--- config.mk ---
export PLATFORM = sky130hd
export DESIGN_NAME = shared_pool_multi_stack
export DESIGN_NICKNAME = d
export VERILOG_FILES = /design/src/hdl/sps_pkg.sv /design/src/hdl/sps_top_table.sv /design/src/hdl/shared_pool_multi_stack.sv
export SDC_FILE = /design/constraint.sdc
export NUM_CORES = 2
export LEC_CHECK = 0
export BUFFER_PORTS_ARGS = -buffer_cell sky130_fd_sc_hd__buf_2
export CORE_UTILIZATION = 40
export CTS_CLUSTER_DIAMETER = 100
export DETAILED_ROUTE_END_ITERATION = 6
export PLACE_DENSITY = 0.57
export RECOVER_POWER = 25
export SYNTH_ARGS = -nofsm -noshare
export SYNTH_HDL_FRONTEND = slang
export SYNTH_HIERARCHICAL = 1
export SYNTH_SLANG_ARGS = --single-unit
export TNS_END_PERCENT = 100
--- constraint.sdc ---
create_clock -name clock -period 4.2 [get_ports clock]
set_input_delay 0 -clock clock [delete_from_list [all_inputs] [get_ports clock]]
set_output_delay 0 -clock clock [all_outputs]
set_load 0.01 [all_outputs]
--- src/hdl/sps_pkg.sv ---
// Shared types and constants for the shared-pool multi-stack block.
`timescale 1ns / 1ps
`default_nettype none

package sps_pkg;

   typedef enum logic {
      OP_PUSH = 1'b0,
      OP_POP  = 1'b1
   } opcode_type;

   typedef struct packed {
      opcode_type         opcode;
      logic [2:0]         stack_id;
      logic signed [31:0] push_value;
   } req_type;

   typedef struct packed {
      logic               ok;
      logic signed [31:0] pop_value;
   } rsp_type;

   localparam logic signed [31:0] POP_FAIL_VALUE = -32'sd1;
   localparam logic signed [31:0] PUSH_VALUE_OUT = 32'sd0;

endpackage

`default_nettype wire

--- src/hdl/sps_top_table.sv ---
// Stack top pointer memory with per-stack valid bits so that reset empties every stack at once.
`timescale 1ns / 1ps
`default_nettype none

module sps_top_table #(
   parameter int NUM_STACKS = 8,
   parameter int POOL_DEPTH = 64
) (
   input  wire logic                                              clock,
   input  wire logic                                              reset,
   input  wire logic                                              rd_en,
   input  wire logic [(NUM_STACKS > 1 ? $clog2(NUM_STACKS) : 1)-1:0] rd_addr,
   output logic      [$clog2(POOL_DEPTH + 1)-1:0]                 rd_ptr,
   input  wire logic                                              wr_en,
   input  wire logic [(NUM_STACKS > 1 ? $clog2(NUM_STACKS) : 1)-1:0] wr_addr,
   input  wire logic [$clog2(POOL_DEPTH + 1)-1:0]                 wr_ptr
);

   localparam int PTR_W = $clog2(POOL_DEPTH + 1);
   localparam logic [PTR_W-1:0] NULL_PTR = PTR_W'(POOL_DEPTH);

   logic [PTR_W-1:0]      top_mem [NUM_STACKS];
   logic [NUM_STACKS-1:0] valid_ff;
   logic [PTR_W-1:0]      rd_data_ff;
   logic                  rd_valid_ff;

   always_ff @(posedge clock) begin
      if (wr_en) begin
         top_mem[wr_addr] <= wr_ptr;
      end
      if (rd_en) begin
         rd_data_ff <= top_mem[rd_addr];
      end
   end

   always_ff @(posedge clock) begin
      if (reset) begin
         valid_ff    <= '0;
         rd_valid_ff <= 1'b0;
      end else begin
         if (wr_en) begin
            valid_ff[wr_addr] <= 1'b1;
         end
         if (rd_en) begin
            rd_valid_ff <= valid_ff[rd_addr];
         end
      end
   end

   // A stack that was never written since reset is empty.
   assign rd_ptr = rd_valid_ff ? rd_data_ff : NULL_PTR;

endmodule

`default_nettype wire

--- src/hdl/shared_pool_multi_stack.sv ---
// Top level: several stacks sharing one linked pool of entries with a free list.
// Timing: a push or a pop of an empty stack has its result registered from the lookup state,
// a pop that finds an entry from the pop-read state after it. While busy no new word is taken,
// as the dependent reads (top pointer, then link and value) pass through registered RAMs.
// Reset: synchronous; all stacks empty and the free list restored at once through valid bits
// and a high-water count, so there is no clearing pass. Values are not reset.
`timescale 1ns / 1ps
`default_nettype none

module shared_pool_multi_stack
   import sps_pkg::*;
#(
   parameter int NUM_STACKS = 8,
   parameter int POOL_DEPTH = 64,
   parameter int DATA_WIDTH = 32
) (
   input  wire logic    clock,
   input  wire logic    reset,
   input  wire logic    start,
   output logic         busy,
   input  wire req_type req_word,
   output logic         rsp_strobe,
   output rsp_type      rsp_word
);

   localparam int PTR_W  = $clog2(POOL_DEPTH + 1);
   localparam int IDX_W  = $clog2(POOL_DEPTH);
   localparam int TOP_AW = NUM_STACKS > 1 ? $clog2(NUM_STACKS) : 1;
   localparam logic [PTR_W-1:0] NULL_PTR = PTR_W'(POOL_DEPTH);

   typedef enum logic [1:0] {
      ST_IDLE,
      ST_LOOKUP,
      ST_POP_READ
   } state_type;

   state_type        state_ff, state_in;
   logic [PTR_W-1:0] free_head_ff, free_head_in;
   logic [PTR_W-1:0] hwm_ff, hwm_in;
   logic             rsp_strobe_ff, rsp_strobe_in;
   rsp_type          rsp_ff, rsp_in;

   // Latched request.
   opcode_type            op_ff;
   logic                  sid_ok_ff;
   logic [TOP_AW-1:0]     sid_ff;
   logic [DATA_WIDTH-1:0] val_ff;
   logic [PTR_W-1:0]      slot_ff;

   // Pool memories.
   logic [PTR_W-1:0]      link_mem  [POOL_DEPTH];
   logic [DATA_WIDTH-1:0] value_mem [POOL_DEPTH];
   logic [PTR_W-1:0]      link_q_ff;
   logic [DATA_WIDTH-1:0] value_q_ff;
   logic                  link_fresh_ff;
   logic [PTR_W-1:0]      link_addr_ff;

   logic                  accept;
   logic                  sid_ok;
   logic [PTR_W-1:0]      top_ptr;
   logic                  top_rd_en;
   logic                  top_wr_en;
   logic [PTR_W-1:0]      top_wr_ptr;
   logic                  link_rd_en;
   logic [PTR_W-1:0]      link_rd_ptr;
   logic                  link_wr_en;
   logic [PTR_W-1:0]      link_wr_ptr;
   logic [PTR_W-1:0]      link_wr_data;
   logic                  value_wr_en;
   logic [PTR_W-1:0]      link_eff;

   assign busy   = (state_ff != ST_IDLE);
   assign accept = start && !busy;
   assign sid_ok = 32'(req_word.stack_id) < NUM_STACKS;

   // An entry at or above the high-water mark has never been linked since reset,
   // so its link is still the initial chain value, which is null for the last entry.
   assign link_eff = link_fresh_ff ? (link_addr_ff + PTR_W'(1)) : link_q_ff;

   sps_top_table #(
      .NUM_STACKS(NUM_STACKS),
      .POOL_DEPTH(POOL_DEPTH)
   ) u_top_table (
      .clock  (clock),
      .reset  (reset),
      .rd_en  (top_rd_en),
      .rd_addr(TOP_AW'(req_word.stack_id)),
      .rd_ptr (top_ptr),
      .wr_en  (top_wr_en),
      .wr_addr(sid_ff),
      .wr_ptr (top_wr_ptr)
   );

   assign top_rd_en = accept && sid_ok;

   always_comb begin
      state_in      = state_ff;
      free_head_in  = free_head_ff;
      hwm_in        = hwm_ff;
      rsp_strobe_in = 1'b0;
      rsp_in        = rsp_ff;
      top_wr_en     = 1'b0;
      top_wr_ptr    = free_head_ff;
      link_rd_en    = 1'b0;
      link_rd_ptr   = free_head_ff;
      link_wr_en    = 1'b0;
      link_wr_ptr   = free_head_ff;
      link_wr_data  = top_ptr;
      value_wr_en   = 1'b0;

      unique case (state_ff)
         ST_IDLE: begin
            if (accept) begin
               // Fetch the free head's link in case this is a push.
               link_rd_en = (free_head_ff != NULL_PTR);
               state_in   = ST_LOOKUP;
            end
         end
         ST_LOOKUP: begin
            if (op_ff == OP_PUSH) begin
               rsp_strobe_in    = 1'b1;
               rsp_in.ok        = 1'b0;
               rsp_in.pop_value = PUSH_VALUE_OUT;
               state_in         = ST_IDLE;
               if (sid_ok_ff && free_head_ff != NULL_PTR) begin
                  value_wr_en  = 1'b1;
                  link_wr_en   = 1'b1;
                  link_wr_ptr  = free_head_ff;
                  link_wr_data = top_ptr;
                  top_wr_en    = 1'b1;
                  top_wr_ptr   = free_head_ff;
                  free_head_in = link_eff;
                  rsp_in.ok    = 1'b1;
                  if (free_head_ff == hwm_ff) begin
                     hwm_in = hwm_ff + PTR_W'(1);
                  end
               end
            end else begin
               if (sid_ok_ff && top_ptr != NULL_PTR) begin
                  link_rd_en  = 1'b1;
                  link_rd_ptr = top_ptr;
                  state_in    = ST_POP_READ;
               end else begin
                  rsp_strobe_in    = 1'b1;
                  rsp_in.ok        = 1'b0;
                  rsp_in.pop_value = POP_FAIL_VALUE;
                  state_in         = ST_IDLE;
               end
            end
         end
         ST_POP_READ: begin
            top_wr_en        = 1'b1;
            top_wr_ptr       = link_eff;
            link_wr_en       = 1'b1;
            link_wr_ptr      = slot_ff;
            link_wr_data     = free_head_ff;
            free_head_in     = slot_ff;
            rsp_strobe_in    = 1'b1;
            rsp_in.ok        = 1'b1;
            rsp_in.pop_value = 32'($signed(value_q_ff));
            state_in         = ST_IDLE;
         end
         default: begin
            state_in = ST_IDLE;
         end
      endcase
   end

   always_ff @(posedge clock) begin
      if (reset) begin
         state_ff      <= ST_IDLE;
         free_head_ff  <= '0;
         hwm_ff        <= '0;
         rsp_strobe_ff <= 1'b0;
      end else begin
         state_ff      <= state_in;
         free_head_ff  <= free_head_in;
         hwm_ff        <= hwm_in;
         rsp_strobe_ff <= rsp_strobe_in;
      end
      rsp_ff <= rsp_in;
      if (accept) begin
         op_ff     <= req_word.opcode;
         sid_ok_ff <= sid_ok;
         sid_ff    <= TOP_AW'(req_word.stack_id);
         val_ff    <= DATA_WIDTH'($unsigned(req_word.push_value));
      end
      if (state_ff == ST_LOOKUP) begin
         slot_ff <= top_ptr;
      end
   end

   // Pool memories: one write and one registered read per cycle each.
   always_ff @(posedge clock) begin
      if (link_wr_en) begin
         link_mem[link_wr_ptr[IDX_W-1:0]] <= link_wr_data;
      end
      if (value_wr_en) begin
         value_mem[free_head_ff[IDX_W-1:0]] <= val_ff;
      end
      if (link_rd_en) begin
         link_q_ff     <= link_mem[link_rd_ptr[IDX_W-1:0]];
         value_q_ff    <= value_mem[link_rd_ptr[IDX_W-1:0]];
         link_fresh_ff <= (link_rd_ptr >= hwm_ff);
         link_addr_ff  <= link_rd_ptr;
      end
   end

   assign rsp_strobe = rsp_strobe_ff;
   assign rsp_word   = rsp_ff;

   // A popped entry was pushed before, so it lies below the high-water mark.
   assert property (@(posedge clock) disable iff (reset)
      (state_ff == ST_POP_READ) |-> !link_fresh_ff)
      else $error("pop read an entry that was never linked");

   assert property (@(posedge clock) disable iff (reset)
      hwm_ff <= NULL_PTR && free_head_ff <= NULL_PTR)
      else $error("free list pointer or high-water mark out of range");

   assert property (@(posedge clock) disable iff (reset)
      rsp_strobe_ff |-> $past(busy))
      else $error("result strobe without an operation in flight");

   assert property (@(posedge clock) disable iff (reset)
      accept |=> (busy && !rsp_strobe_ff))
      else $error("accepted word did not occupy the block");

   assert property (@(posedge clock) disable iff (reset)
      (state_ff == ST_LOOKUP && op_ff == OP_PUSH) |=> (rsp_strobe_ff && !busy))
      else $error("push did not complete in its lookup cycle");

endmodule

`default_nettype wire
==> reports/qor.csv <==
stage,metric,value,unit
detailed_routing,dr.pass1.iters,5,
logic_synthesis,synth_most_common_cell,edfxtp_1,
logic_synthesis,netlist_area,0.105,mm2
worst_setup_path,worstSetupStartpoint,u_top_table/rd_valid_ff,
power_and_ir_drop,p_leak,39.4,nW
worst_setup_path,critPathCaptureType,flip-flop,
timing,skew,80.8,ps
power_and_ir_drop,p_per_area,504,mW/mm2
logic_synthesis,ys_top_cells_by_count,"2682 x edfxtp_1, 1441 x nand2_1, 596 x mux2i_1, 312 x a32o_1, 284 x nand3_1",
worst_setup_path,crit_type,flip-flop to flip-flop,
clocking,clkTransAtPathRegs,60,ps
logic_synthesis,synth_seq_area_share,77.2,%
placement,dp_hpwl,164000,um
worst_setup_path,path_common_cell,buf_12,
logic_synthesis,synth_area_leaders,"edfxtp_1 77%, mux2i_1 5.7%, nand2_1 5.2%, a32o_1 3.0%, nand3_1 1.4%",
logic_synthesis,yosysTopAreaCellShare,76.7,%
timing,totalNegativeSetupSlack,0,ps
outcome,outcome,"complete, but fails checks",
clocking,cts_root_buf,clkbuf_16,
detailed_routing,drc,0,
run,drv_cap,30,
hold_path,min-delay-path-class,primary input to flip-flop,
worst_setup_path,slowest_stage,or4b_1,
worst_setup_path,crit_buf_inv,4,
worst_setup_path,cp-start-kind,flip-flop,
clocking,cts-buffers-inserted,287,
timing,fin_crit_sh,96.1,%
logic_synthesis,synth_enable_flop_cells,2682,
worst_setup_path,slowest_delay,570,ps
detailed_routing,routed_wl,291000,um
clocking,cts_max_level,5,
placement,dp_slack,212,ps
placement,port_buffers,73,
logic_synthesis,post-synth-top-area-cell,edfxtp_1,
floorplanning,io_pins,74,
logic_synthesis,synth_cells,6676,
global_route,grt_pass1_wl,415000,um
clocking,clkLatencyLatePin,940,ps
worst_setup_path,crit_required,4820,ps
logic_synthesis,syn_area_per_cell,15.7,um2
global_route,grt_pass1_vias,59300,
final_layout,nNetsFinal,7177,
logic_synthesis,synth_flop_cell,edfxtp_1,
detailed_routing,ant_nets,0,
final_layout,syn_to_final_growth,16.2,%
placement,place_congestion,0.826,
timing,drv_slew,1950,
final_layout,nFillCells,22400,
floorplanning,start_util,40.3,%
logic_synthesis,syn-num-nets,6727,
detailed_routing,wl_per_cell,26.9,um
floorplanning,die_h,514,um
timing,setup_violations,0,
floorplanning,fp-row-count,187,
logic_synthesis,synth.ff_latch_count,2708,
global_route,antenna_found_initial,4,
worst_setup_path,cp.depth,12,
timing,layout_setup_ws,163,ps
timing,tightest_slew,3140,ps
worst_setup_path,worstPathArrival,4660,ps
global_route,grt_max_degree,82,
worst_setup_path,critPathTopFamily,compound AO/OA/AOI/OAI gates,
hold_path,min_from,start,
timing,slew_headroom,-110,%
clocking,cts_tree,done,
timing,finalCriticalPeriod,4040,ps
power_and_ir_drop,vdd_ir_drop_max,469,uV
floorplanning,die_width,514,um
logic_synthesis,synth_warnings,6,
hold_path,holdPathStages,4,
floorplanning,core-area,0.260,mm2
timing,fmax,248,MHz
clocking,clockBufferDepth,4,
logic_synthesis,async_flop_share,0,%
final_layout,drive_gt1_share,12.8,%
worst_setup_path,crit_fanout,51,
worst_setup_path,r2r_cells,12,
worst_setup_path,path_cells,"and2_0, or4b_1, o22a_4, inv_16, buf_12, buf_12, buf_4, mux2i_1, a32o_1, nor3_1, a31oi_1, nand4_1",
timing,rsz0062_at_grt,false,
power_and_ir_drop,finalPower,0.0614,W
clocking,post_cts_resized,0,
global_route,grt_use_total,21.6,%
global_route,overflow,0,
detailed_routing,initialDrtViolationCount,6434,
detailed_routing,avgViaCountPerCell,5.63,
floorplanning,design.die.area,0.264,mm2
timing,hold_viol,0,
clocking,cts.sink_count,2708,
logic_synthesis,synth_cell_types,58,
detailed_routing,route.vias.total,60900,
worst_setup_path,worstReg2RegStart,u_top_table/rd_valid_ff,
outcome,violations,"max-capacitance violations, max-slew violations",
## state kept, by name, indices dropped and copies added, names as in the netlist, 3 cells and up
name and count:
value_mem 2048, link_mem 448, u_top_table/top_mem 56, rsp_word 33
val_ff 32, value_q_ff 32, u_top_table/valid_ff 8, free_head_ff 7
hwm_ff 7, link_addr_ff 7, link_q_ff 7, slot_ff 7
u_top_table/rd_data_ff 7, sid_ff 3
## layout by cell type, fill, tap and decap left out, types with 14 or more instances in the layout
cell type      instances
buf_2                 69
nand3_1              284
clkinv_1              61
nor3_1               161
edfxtp_1            2682
inv_1                 16
mux2_2                21
dlygate4sd3_1         73
a31oi_1              196
xnor2_1               15
a221oi_1             116
mux2i_1              596
dfxtp_1               26
mux4_1                14
bufinv_16             17
clkbuf_16            294
nand4_1               40
nor2_4                66
nand2_1             1432
a32oi_1               40
clkinv_2              27
clkbuf_1             105
a32o_1               312
buf_12                82
buf_4                320
nor2_1               108
## power by group
part / total, W / switching [W] / internal (W) / leakage [nW]
combinational: 0.00708 / 0.00462 / 0.00246 / 10.6
clock: 0.0240 / 0.0101 / 0.0139 / 4.24
sequential: 0.0303 / 0.000156 / 0.0302 / 24.5
total: 0.0614 / 0.0149 / 0.0465 / 39.4
## what timing repair did
item,in CTS,in global routing
endpoints found under the hold margin,90,0
hold buffers,73,0
setup buffers,0,0
## final timing paths
kind	endpoint	slack, ps
setup / recovery	value_q_ff[27]	160
hold / removal	state_ff[1]	80
setup reg to reg	value_q_ff[27]	160
hold reg to reg	u_top_table/valid_ff[1]	470
## cell type report
type / count / area [um2] / area share, %
well taps: 3496 / 4370 / 3.59
repair buffers: 578 / 5250 / 4.30
inverters: 19 / 87.6 / 0.0718
clock buffers: 369 / 7680 / 6.30
flip-flops and latches: 2708 / 81100 / 66.5
diodes: 1 / 2.50 / 0.00205
multi-input cells: 3532 / 22500 / 18.4
clock inverters: 116 / 1010 / 0.825
## stage by stage
step | cells | util [%] | hold slack, ps | area, um2
global route | 10800 | 46.9 | 109 | 122000
CTS | 10800 | 46.9 | 14.4 | 122000
detailed placement | 10300 | 43.3 | 178 | 113000
global placement | 10300 | 43.3 | 176 | 113000
floorplan | 6676 | - | 98.9 | 105000
finish | 10800 | 46.9 | 75.8 | 122000
## layer usage
layer / track usage, % / vias to the layer above / share of wire [%]
li1: - / 26700 / -
met1: 29.6 / 31300 / 42
met2: 34.8 / 2340 / 48
met3: 3.18 / 500 / 6.6
met4: 7.86 / 0 / 3.7
met5: 0 / - / 0
## logic make-up (layout without fill, tap and decap cells)
kind of cell	Yosys count	count (layout)	synth area share, %
adders and majority gates	12	12	0.143
other	0	1	0
DFF	2708	2708	77.2
AOI/OAI and AO/OA	725	725	5.84
muxes	632	632	6.28
buffers and inverters	436	1082	1.92
and+or+nand+nor	2145	2145	8.44
xor gates and xnor gates	18	18	0.150
## worst reg2reg max path, stage by stage (launching register included)
cell,delay [ps]
dfxtp_1,370
and2_0,250
or4b_1,570
o22a_4,340
inv_16,300
buf_12,300
buf_12,210
buf_4,240
mux2i_1,260
a32o_1,150
nor3_1,60
a31oi_1,560
nand4_1,150
Note: power is estimated with default switching activity, not from simulation.
